<file path="src/sv/assert_macros.svh">
// assertion macros used by wgss_ctrl
`ifndef ASSERT_MACROS_SVH
`define ASSERT_MACROS_SVH

`ifndef SYNTHESIS

// property checked at every rising clock edge outside reset
`define ASSERT_CLK(lbl, clk, rstn, prop, msg) \
    lbl: assert property (@(posedge clk) disable iff (!rstn) (prop)) else $error(msg);

// same-cycle implication checked outside reset
`define ASSERT_IMPLY(lbl, clk, rstn, cond, expr, msg) \
    lbl: assert property (@(posedge clk) disable iff (!rstn) (cond) |-> (expr)) else $error(msg);

`else

`define ASSERT_CLK(lbl, clk, rstn, prop, msg)
`define ASSERT_IMPLY(lbl, clk, rstn, cond, expr, msg)

`endif

`endif

</file>
<file path="src/sv/wgss_pkg.sv">
`default_nettype none

package wgss_pkg;

    // sample, product and accumulator widths
    localparam int SW  = 24;
    localparam int PW  = 43;
    localparam int ACW = 45;

    localparam logic signed [SW-1:0] SAT_MAX = 24'sh7fffff;
    localparam logic signed [SW-1:0] SAT_MIN = 24'sh800000;

    // configuration register indexes
    localparam logic [2:0] CFG_DELAY_LENGTH = 3'd0;
    localparam logic [2:0] CFG_TAP_OFFSET   = 3'd1;
    localparam logic [2:0] CFG_TUNING_COEF  = 3'd2;
    localparam logic [2:0] CFG_DAMPING_B0   = 3'd3;
    localparam logic [2:0] CFG_DAMPING_B1   = 3'd4;

    // request opcodes
    localparam logic OP_TICK   = 1'b0;
    localparam logic OP_EXCITE = 1'b1;

    // shared multiplier operand selection
    typedef logic [1:0] t_mul_sel;
    localparam t_mul_sel MUL_UP = 2'd0;
    localparam t_mul_sel MUL_LO = 2'd1;
    localparam t_mul_sel MUL_B0 = 2'd2;
    localparam t_mul_sel MUL_B1 = 2'd3;

    typedef struct packed {
        logic     clr_wr;
        logic     accept;
        logic     rd_tick_taps;
        logic     rd_exc_taps;
        logic     rd_pos;
        logic     cap_sample;
        logic     cap_x;
        logic     mul_en;
        t_mul_sel mul_sel;
        logic     fin_up;
        logic     fin_lo;
        logic     hold_acc;
        logic     fin_damp;
        logic     wr_excite;
        logic     out_load;
    } t_dp_cmd;

    typedef struct packed {
        logic clr_last;
    } t_dp_stat;

endpackage

`default_nettype wire

</file>
<file path="src/sv/wgss_ctrl.sv">
`default_nettype none
`include "assert_macros.svh"

module wgss_ctrl import wgss_pkg::*; (
    input  wire logic     i_clk,
    input  wire logic     i_rst_n,
    input  wire logic     i_in_valid,
    output logic          o_in_ready,
    input  wire logic     i_opcode,
    output logic          o_out_valid,
    input  wire logic     i_out_ready,
    output t_dp_cmd       o_cmd,
    input  wire t_dp_stat i_stat
);

    localparam logic [3:0] S_CLEAR = 4'd0;
    localparam logic [3:0] S_IDLE  = 4'd1;
    localparam logic [3:0] S_T1    = 4'd2;
    localparam logic [3:0] S_T2    = 4'd3;
    localparam logic [3:0] S_M2    = 4'd4;
    localparam logic [3:0] S_M3    = 4'd5;
    localparam logic [3:0] S_M4    = 4'd6;
    localparam logic [3:0] S_M5    = 4'd7;
    localparam logic [3:0] S_M6    = 4'd8;
    localparam logic [3:0] S_OUT   = 4'd9;
    localparam logic [3:0] S_E1    = 4'd10;

    logic [3:0] r_state;
    logic [3:0] n_state;
    logic       r_out_valid;
    logic       n_out_valid;
    logic       in_acc;
    logic       out_free;

    assign o_in_ready = (r_state == S_IDLE);
    assign in_acc     = i_in_valid & o_in_ready;
    assign out_free   = ~r_out_valid | i_out_ready;

    // sequencer and datapath commands
    always_comb begin
        o_cmd   = '0;
        n_state = r_state;
        unique case (r_state)
            S_CLEAR: begin
                o_cmd.clr_wr = 1'b1;
                if (i_stat.clr_last) begin
                    n_state = S_IDLE;
                end
            end
            S_IDLE: begin
                if (in_acc) begin
                    o_cmd.accept = 1'b1;
                    if (i_opcode == OP_EXCITE) begin
                        o_cmd.rd_exc_taps = 1'b1;
                        n_state           = S_E1;
                    end else begin
                        o_cmd.rd_tick_taps = 1'b1;
                        n_state            = S_T1;
                    end
                end
            end
            S_T1: begin
                o_cmd.cap_sample = 1'b1;
                o_cmd.rd_pos     = 1'b1;
                n_state          = S_T2;
            end
            S_T2: begin
                o_cmd.cap_x   = 1'b1;
                o_cmd.mul_en  = 1'b1;
                o_cmd.mul_sel = MUL_UP;
                n_state       = S_M2;
            end
            S_M2: begin
                o_cmd.fin_up  = 1'b1;
                o_cmd.mul_en  = 1'b1;
                o_cmd.mul_sel = MUL_LO;
                n_state       = S_M3;
            end
            S_M3: begin
                o_cmd.fin_lo = 1'b1;
                n_state      = S_M4;
            end
            S_M4: begin
                o_cmd.mul_en  = 1'b1;
                o_cmd.mul_sel = MUL_B0;
                n_state       = S_M5;
            end
            S_M5: begin
                o_cmd.hold_acc = 1'b1;
                o_cmd.mul_en   = 1'b1;
                o_cmd.mul_sel  = MUL_B1;
                n_state        = S_M6;
            end
            S_M6: begin
                o_cmd.fin_damp = 1'b1;
                if (out_free) begin
                    o_cmd.out_load = 1'b1;
                    n_state        = S_IDLE;
                end else begin
                    n_state = S_OUT;
                end
            end
            S_OUT: begin
                if (out_free) begin
                    o_cmd.out_load = 1'b1;
                    n_state        = S_IDLE;
                end
            end
            S_E1: begin
                o_cmd.wr_excite = 1'b1;
                n_state         = S_IDLE;
            end
            default: begin
                n_state = S_IDLE;
            end
        endcase
    end

    // output register valid flag
    always_comb begin
        n_out_valid = r_out_valid;
        if (o_cmd.out_load) begin
            n_out_valid = 1'b1;
        end else if (i_out_ready) begin
            n_out_valid = 1'b0;
        end
    end

    always_ff @(posedge i_clk) begin
        if (!i_rst_n) begin
            r_state     <= S_CLEAR;
            r_out_valid <= 1'b0;
        end else begin
            r_state     <= n_state;
            r_out_valid <= n_out_valid;
        end
    end

    assign o_out_valid = r_out_valid;

    // a waiting result is never overwritten
    `ASSERT_IMPLY(a_no_overwrite, i_clk, i_rst_n, o_cmd.out_load, out_free, "result overwritten")
    // result is loaded only at the end of a tick
    `ASSERT_IMPLY(a_load_state, i_clk, i_rst_n, o_cmd.out_load,
        (r_state == S_M6) || (r_state == S_OUT), "result loaded outside tick end")
    // clearing pass runs until the last entry
    `ASSERT_CLK(a_clear_hold, i_clk, i_rst_n,
        (r_state == S_CLEAR && !i_stat.clr_last) |=> (r_state == S_CLEAR), "clear cut short")
    // at most one of clr_wr, accept, cap_x, fin_up, fin_lo, hold_acc, fin_damp and wr_excite per cycle
    `ASSERT_CLK(a_one_action, i_clk, i_rst_n,
        $onehot0({o_cmd.clr_wr, o_cmd.accept, o_cmd.cap_x, o_cmd.fin_up, o_cmd.fin_lo,
        o_cmd.hold_acc, o_cmd.fin_damp, o_cmd.wr_excite}), "overlapping datapath actions")

endmodule

`default_nettype wire

</file>
<file path="config.mk">
export PLATFORM = sky130hd
export DESIGN_NAME = wgss_ctrl
export DESIGN_NICKNAME = d
export VERILOG_FILES = /design/src/sv/wgss_pkg.sv /design/src/sv/wgss_ctrl.sv
export VERILOG_INCLUDE_DIRS = /design/src /design/src/sv
export SDC_FILE = /design/constraint.sdc
export NUM_CORES = 1
export LEC_CHECK = 0
export ABC_AREA = 1
export BUFFER_PORTS_ARGS = -buffer_cell sky130_fd_sc_hd__buf_2
export CAP_MARGIN = 10
export CORE_AREA = 2 2 39 41
export CTS_BUF_LIST = sky130_fd_sc_hd__clkbuf_8
export DETAILED_ROUTE_END_ITERATION = 16
export DIE_AREA = 0 0 41 43
export GPL_ROUTABILITY_DRIVEN = 0
export SYNTH_ARGS = -nofsm -noshare
export SYNTH_HDL_FRONTEND = slang
export SYNTH_SLANG_ARGS = --single-unit
export TNS_END_PERCENT = 10
</file>
<file path="constraint.sdc">
create_clock -name i_clk -period 1.14 [get_ports i_clk]
set_input_delay 0.114 -clock i_clk [delete_from_list [all_inputs] [get_ports i_clk]]
set_output_delay 0.114 -clock i_clk [all_outputs]
set_load 0.05 [all_outputs]
</file>
[Word level (Yosys, flattened, before mapping)]
Index checks and enable logic that the tools add are counted.
Word-level totals
  flip-flop bits (word level): 5
  output and inout bits: 18
  logic and storage cells: 45
Operators by class
  equality and inequality tests: 13
  muxes and demuxes: 23
  reduce and logical (&&, ||, !) cells: 4
  bitwise logic cells: 3
Operators by type and width (count)
  $pmux 4 s10: 1
  $mux 4: 5
  $eq 4x3->1 const B: 4
  $mux 1: 13
  $eq 4x4->1 const B: 3
  $pmux 3 s4: 1
  $eq 4x2->1 const B: 2
  $mux 3: 2
  $eq 4x1->1 const B: 1
  $logic_not 4->1: 1
  $ne 2x2->1 const B: 2
  $reduce_and 3->1: 1
  $mux 2: 1
  $ne 2x1->1 const B: 1
  $reduce_bool 2->1: 1
  $reduce_or 2->1: 1
  $and 1x1->1: 1
  $not 1->1: 1
  $or 1x1->1: 1

[Logic depth before layout (Yosys ltp)]
Gate-level depths: netlist of run 1.
  depth in word-level cells: 5
  depth in mapped cells: 8
  mapped depth without buffers: 8

[Worst setup path after synthesis of run 1]
Ideal clock, no wire load.
  path type: register -> output
  from: reg r_state[3]
  to: out o_cmd[13] (netlist bit)
  required time: 1026 ps
  stages on the path, launching flop included: 6
  path slack: -1036 ps
  arrival: 2062 ps
  path through: dfxtp_1 > nor2_1 > inv_2 > nor2_4 > inv_1 > nor3_1
RTL lines
  start, declared: RTL line wgss_ctrl.sv:28  | logic [3:0] r_state;
  start signal, assigned: RTL line wgss_ctrl.sv:134  | r_state <= n_state;
  end, declared: RTL line wgss_ctrl.sv:12  | output t_dp_cmd o_cmd,

==> summary.txt, run 1 <==
Logic synthesis
  – Adder-cell share of the synthesized area: 0%
  – Asr flop ratio synth: 0%
  – Simple-gate share of the synthesized area: between 50% and 60%
  – Yosys top cell by area: dfxtp_1
  – Yosys warning count: 0
  – Syn_nets: 72
  – Mux share of post-synthesis cell area: 0%
  – Post-Synth XOR/XNOR Area: 0%
  – Top cells by area, synth: dfxtp_1 (26%), nor2_1 (16%), nand2_1 (8.7%)
  – Register area share after synthesis: 25.7%
  – EDFF count, synth: 0
  – Synthesized area per cell: 5.90 um2
  – Gate Count Post-Synth: 66
  – Synth Cell Area: between 300 and 400 um2
  – Library cells used by synthesis: 18
  – Most frequent cell after synthesis: nor2_1
  – Largest family of logic cells by synthesized area: simple AND/OR/NAND/NOR gates
  – Yosys reg bits: 5
  – Synth top area share: between 20% and 30%
  – Post-synth top cells: nor2_1 (17), nand2_1 (9), inv_1 (8)
  – Most common flop cell mapped by yosys: dfxtp_1
  – Compound-Gate Fraction of Synth Area: approximately 7.7%

Hold path
  – Worst hold-check path type: in2reg

Global routing
  – GRT Overall Usage: 18.1%
  – Initial antenna violation count: 0
  – First-pass GRT wire length: about 2100 um
  – Total gr overflow: 0
  – Vias in the first global route: ~540
  – Largest net degree at the start of global routing: 6

Worst setup path
  – Crit end category: primary output
  – Worst EP required: roughly 1.0 ns
  – Reg-to-reg slack, setup: -0.01 ns
  – CP startpoint kind: flip-flop
  – Crit Path Class: reg2out
  – Crit-path max FO: 3
  – Arrival time worst endpoint: 1.27 ns

Clock tree
  – Clock latency on the worst-skew pair: 0.22 ns
  – Clock transition at path regs: ~0.030 ns
  – H-tree Lvls: 1
  – CTS tree: built
  – TritonCTS Buffers: 3
  – Clk sinks: 5
  – Hold-fix buffers, CTS: 0
  – Max clock buf depth: 2
  – Root Buffer: clkbuf_8

Power and ir drop
  – Peak supply drop: 0.849 mV
  – Clock Power Share: about 18%
  – Comb pwr share: 66.9%
  – LEAKAGE: between 0.0004 and 0.0005 uW
  – PwrDens: around 1900 mW/mm2
  – NetSw: 851 uW
  – Seq pwr share: ~16%
  – Pint: slightly above 900 uW
  – Switch share: a little under half

Die
  – Initial Util: roughly 28%
  – Core area: between 0.001 and 0.0015 mm2
  – DIE AREA: roughly 0.0018 mm2
  – Die Y: between 40 and 50 um
  – Site Rows: 14
  – Die width: about 41 um
  – IO Pins: 24

Routing
  – Via density: 4.46
  – Vias post-DR: between 500 and 600
  – Remaining routing DRC violations: 0
  – Initial DRT Pass Iterations: 4
  – WL per Instance: around 11 um
  – 1st-iter DRT viols: 11
  – Antenna Nets Post-Route: 0
  – Routed WL: roughly 1400 um

Timing
  – Final clock skew: 0.00151 ns
  – Least-Margin Pin Slew: 0.263 ns
  – Fin crit share: 121%
  – Final setup vio count: 19
  – Total negative slack: -2.73 ns
  – Crit path time final: 1.38 ns
  – Max-slew violation count: 0
  – Worst Slack Setup Final: -0.240 ns
  – Final hold viol count: 0
  – RSZ-0062 raised after global routing: true
  – F_max: about 720 MHz
  – Max transition margin: 82.4%

Final layout
  – Area Growth Syn to Fin: 139%
  – Final net count: around 120
  – Antenna Cells: 0
  – Fillers: roughly 120
  – Non-filler cells in the finished layout: ~130
  – Storage element area: approximately 120 um2
  – Area occupied by multi-input gates: between 300 and 400 um2
  – Layout cells sized above 1: 74.8%

Placed design
  – IO buf count: 23
  – Placed cells: 120
  – DP HPWL: 917 um

Outcome
  – Outcome: finished with violations
  – Failing checks: negative setup slack

Flow run
  – MaxCap Viol Count: 0
## cell families after synthesis
logic type,count (synthesis)
buffers and inverters,15
flip-flops,5
AND/OR/NAND/NOR,41
AO/OA/AOI/OAI,5
## critical path, cell delays in order, from the launching register on
cell and delay, ns:
dfxtp_4 0.36, nor2_4 0.12, inv_2 0.06, nor2_4 0.14, inv_2 0.08, nor3_4 0.12, buf_6 0.18
## power by group through the flow
stage	Combinational (uW)	Clock [uW]	Sequential [uW]
2_1_floorplan	632	0	268
3_3_place_gp	955	0	249
3_5_place_dp	957	0	252
4_1_cts	1110	327	275
5_1_grt	1260	331	282
6_report	1190	312	278
## state kept, by name, summed over array words and instances, names as in the netlist
name and count:
r_state 4, o_out_valid 1
## cell usage in the layout, fill, tap and decap left out
| cell type | instances |
|---|---|
| buf_8 | 2 |
| buf_2 | 6 |
| nand4_1 | 3 |
| inv_1 | 6 |
| clkbuf_8 | 3 |
| nor3_4 | 2 |
| or2_1 | 1 |
| a31oi_1 | 1 |
| buf_4 | 23 |
| a21oi_4 | 1 |
| nand2_2 | 5 |
| nor2_2 | 9 |
| inv_2 | 6 |
| dfxtp_1 | 1 |
| buf_6 | 12 |
| nand3_1 | 2 |
| inv_4 | 2 |
| nand3_2 | 1 |
| nand2_1 | 5 |
| o22ai_1 | 1 |
| o21a_1 | 1 |
| a21oi_1 | 1 |
| nor2_1 | 6 |
| nor2_4 | 7 |
| dfxtp_4 | 4 |
## cell type report
class                   count  share of cell area, %
repair buffers             43                   39.6
well taps                  16                   2.16
inverters                  13                   5.80
flip-flops and latches      5                   12.4
clock inverters             1                  0.404
multi-input cells          46                   35.2
clock buffers               3                   4.45
## per-stage QoR
stage / worst slack (ns) / hold WS, ns / instance area (um2) / power [uW] / utilization (%)
finish: -0.240 / 0.149 / 928 / 1780 / 67.1
global route: -0.284 / 0.171 / 928 / 1880 / 67.1
CTS: -0.228 / 0.144 / 881 / 1710 / 63.7
detailed placement: -0.145 / 0.374 / 682 / 1210 / 49.3
global placement: -0.114 / 0.367 / 682 / 1200 / 49.3
floorplan: -0.443 / 0.232 / 434 / 900 / -
## metal layers
layer	vias to the layer above	track usage, %	part of all wire (%)
li1	294	-	-
met4	0	13.3	0.58
met3	2	1.57	5.3
met2	20	29.7	55
met5	-	0	0
met1	250	20.0	39
## final timing paths
| kind | start | depth (start not counted) | endpoint |
|---|---|---|---|
| worst min-delay path | i_rst_n | 2 | o_out_valid |
| worst min register to register | r_state[3] | 2 | r_state[0] |
| worst max-delay path | r_state[3] | 6 | o_cmd[13] |
| worst max register to register | r_state[0] | 8 | r_state[3] |
## timing repair
action / in CTS / in global routing
setup endpoints to repair: 17 / 21
pin swaps: 4 / 2
resized for setup: 45 / 16
setup buffers: 3 / 0
No activity file was read; power rests on OpenSTA's default activity.
==> run 2: changes to the inputs <==
PLACE_DENSITY_LB_ADDON = 0.12   (was default)
SLEW_MARGIN = 15   (was default)
==> run 2 against run 1 <==
- the run still ends with negative setup slack left
- highest routed layer is now met3
- global-route usage fell by 2.9 points
- largest cell class unchanged
- cell count down 2.4%
- sequential share of layout area increased by 0.44 points
- clock power about the same
- via count fell by 5.1%
- count of clock-buffer cells in the layout unchanged
- die area is the same
- worst setup slack worse by 0.0031 ns
- core utilization decreased by 3.7 points
- largest power group unchanged
==> summary.txt, run 2 (synthesis results as in run 1) <==
Outcome
  – Outcome: finished with violations
  – Failing checks: negative setup slack

Die
  – Die width: 41 um (unchanged)
  – Site Rows: 14 (unchanged)
  – DIE AREA: 0.00176 mm2 (unchanged)
  – Die Y: 43 um (unchanged)
  – Core area: 0.00138 mm2 (unchanged)
  – IO Pins: 24 (unchanged)
  – Initial Util: 28.1% (unchanged)

Global routing
  – Vias in the first global route: 474 (-12%)
  – First-pass GRT wire length: 1810 um (-14%)
  – Largest net degree at the start of global routing: 7 (+1)
  – Total gr overflow: 0 (unchanged)
  – GRT Overall Usage: 15.2% (-2.9 points)
  – Initial antenna violation count: 0 (unchanged)

Worst setup path
  – CP startpoint kind: flip-flop
  – Worst EP required: 1.03 ns (about the same)
  – Reg2Reg Depth: 8 (unchanged)
  – Crit Path Class: reg2out
  – Crit end category: primary output
  – Arrival time worst endpoint: 1.27 ns (about the same)
  – FF-to-FF End: r_state[1]
  – Slowest CP cell: dfxtp_4
  – Reg-to-reg slack, setup: -0.05 ns (-0.04 ns)
  – Delay-heaviest family, CP: flip-flops
  – Slowest stage delay, CP: 0.36 ns (about the same)
  – CP Buf/Inv Count: 2 (-1)
  – Critical Path, Cell by Cell: inv_2, nand2_2, a21oi_4, or2_1, buf_4
  – Crit-path max FO: 5 (+2)
  – Worst R2R Start: r_state[2]

Placed design
  – Pre-CTS WS: -0.151 ns (-0.00620 ns)
  – IO buf count: 23 (unchanged)
  – DP HPWL: 889 um (-3.0%)
  – DP Area: 667 um2 (-2.2%)

Routing
  – Remaining routing DRC violations: 0 (unchanged)
  – Initial DRT Pass Iterations: 4 (unchanged)
  – Via density: 4.33 (-2.8%)
  – 1st-iter DRT viols: 4 (-7)
  – WL per Instance: 9.57 um (-12%)
  – Vias post-DR: 537 (-5.1%)
  – Antenna Nets Post-Route: 0 (unchanged)
  – Routed WL: 1190 um (-14%)

Timing
  – Final hold viol count: 0 (unchanged)
  – RSZ-0062 raised after global routing: true
  – Final clock skew: 0.00127 ns (-0.000240 ns)
  – Total negative slack: -2.72 ns (+0.0121 ns)
  – Max-slew violation count: 0 (unchanged)
  – Final hold slack: 0.156 ns (+0.00744 ns)
  – Least-Margin Pin Slew: 0.252 ns (-0.0117 ns)
  – Worst Slack Setup Final: -0.243 ns (-0.00311 ns)
  – Max transition margin: 83.2% (+0.78 points)
  – Fin crit share: 121% (+0.27 points)
  – F_max: 723 MHz (-0.22%)
  – Final setup vio count: 20 (+1)
  – Crit path time final: 1.38 ns (+0.00311 ns)

Hold path
  – Endpoint of the worst hold path: r_state[0]
  – Worst hold-check path type: in2reg
  – Hold Path Depth: 3 (+1)
  – Hold path startpoint: i_rst_n

Power and ir drop
  – Total Power: 1710 uW (-4.2%)
  – PwrDens: 1950 mW/mm2 (+1.4%)
  – Peak supply drop: 1.10 mV (+29%)
  – LEAKAGE: 0.000442 uW (-3.2%)

Clock tree
  – Clk sinks: 5 (unchanged)
  – Hold-fix buffers, CTS: 0 (unchanged)
  – CTS tree: built
  – H-tree Lvls: 1 (unchanged)
  – Max clock buf depth: 2 (unchanged)
  – Root Buffer: clkbuf_8
  – TritonCTS Buffers: 3 (unchanged)
  – Clock transition at path regs: 0.04 ns (about the same)
  – Clock latency on the worst-skew pair: 0.22 ns (about the same)

Final layout
  – Antenna Cells: 0 (unchanged)
  – Final net count: 115 (-2.5%)
  – Number of flip-flops in the largest register: 4 (unchanged)
  – Layout cells sized above 1: 71.3% (-3.5 points)
  – Most common cell after layout, fill and taps aside: buf_4
  – Biggest register: r_state
  – Area Growth Syn to Fin: 125%
  – Most frequent cells in the layout: buf_4 (21), nor2_2 (10), buf_6 (10)
  – Fin area: 877 um2 (-5.5%)

Flow run
  – MaxCap Viol Count: 0 (unchanged)
-- run 2: cell types whose count changed in the layout (fill, tap and decap cells not counted), sizes merged --
cell / change
buf: -3
-- run 2: repair_timing --
item | CTS | global route
endpoints found under the setup margin | 17 | 21
buffers inserted | 1 | 1
pin swaps | 3 | 1
resized for setup | 33 | 17
-- run 2: through the flow --
| step | util, % | std cells |
|---|---|---|
| after floorplan | - | 66 |
| after global placement | 48.2 | 118 |
| after detailed placement | 48.2 | 118 |
| after CTS | 58.9 | 123 |
| after global routing | 63.4 | 124 |
| final | 63.4 | 124 |
-- run 2: power by group --
part           leakage (uW)  internal, uW  switching [uW]
clock network     0.0000269           230            81.6
logic              0.000372           447             674
registers         0.0000434           221            53.1
-- run 2: tightest hold or removal path: cells and delay by family --
kind,cells,cell delay [ns]
AND/OR/NAND/NOR,1,0.06
buffers and inverters,1,0.12
AO/OA/AOI/OAI,1,0.03
-- run 2: layout make-up --
type	count	area [um2]
Clock buffer	3	41.3
Multi-Input combinational cell	46	313
Clock inverter	1	3.75
Tap cell	16	20.0
Fill cell	137	507
Timing Repair Buffer	40	335
Sequential cell	5	113
Inverter	13	51.3
-- run 2: worst max path at each step --
| stage | start | to | slack (ns) | cells after the start |
|---|---|---|---|---|
| 2_1_floorplan | r_state[0] | o_cmd[13] | -0.44 | 6 |
| 3_3_place_gp | r_state[3] | o_cmd[13] | -0.13 | 6 |
| 3_5_place_dp | r_state[0] | o_cmd[13] | -0.15 | 7 |
| 4_1_cts | r_state[0] | o_cmd[13] | -0.24 | 7 |
| 5_1_grt | r_state[2] | o_cmd[13] | -0.29 | 6 |
| 6_report | r_state[0] | o_cmd[8] | -0.24 | 5 |
-- run 2: layer usage --
| metal | track usage, % | vias up | share of wire, % | wire [um] |
|---|---|---|---|---|
| met5 | 0 | - | 0 | 0 |
| met1 | 17.2 | 235 | 43 | 507 |
| met3 | 3.14 | 0 | 4.5 | 53 |
| met2 | 25.0 | 15 | 53 | 626 |
| li1 | - | 287 | - | - |
| met4 | 8.00 | 0 | 0 | 0 |
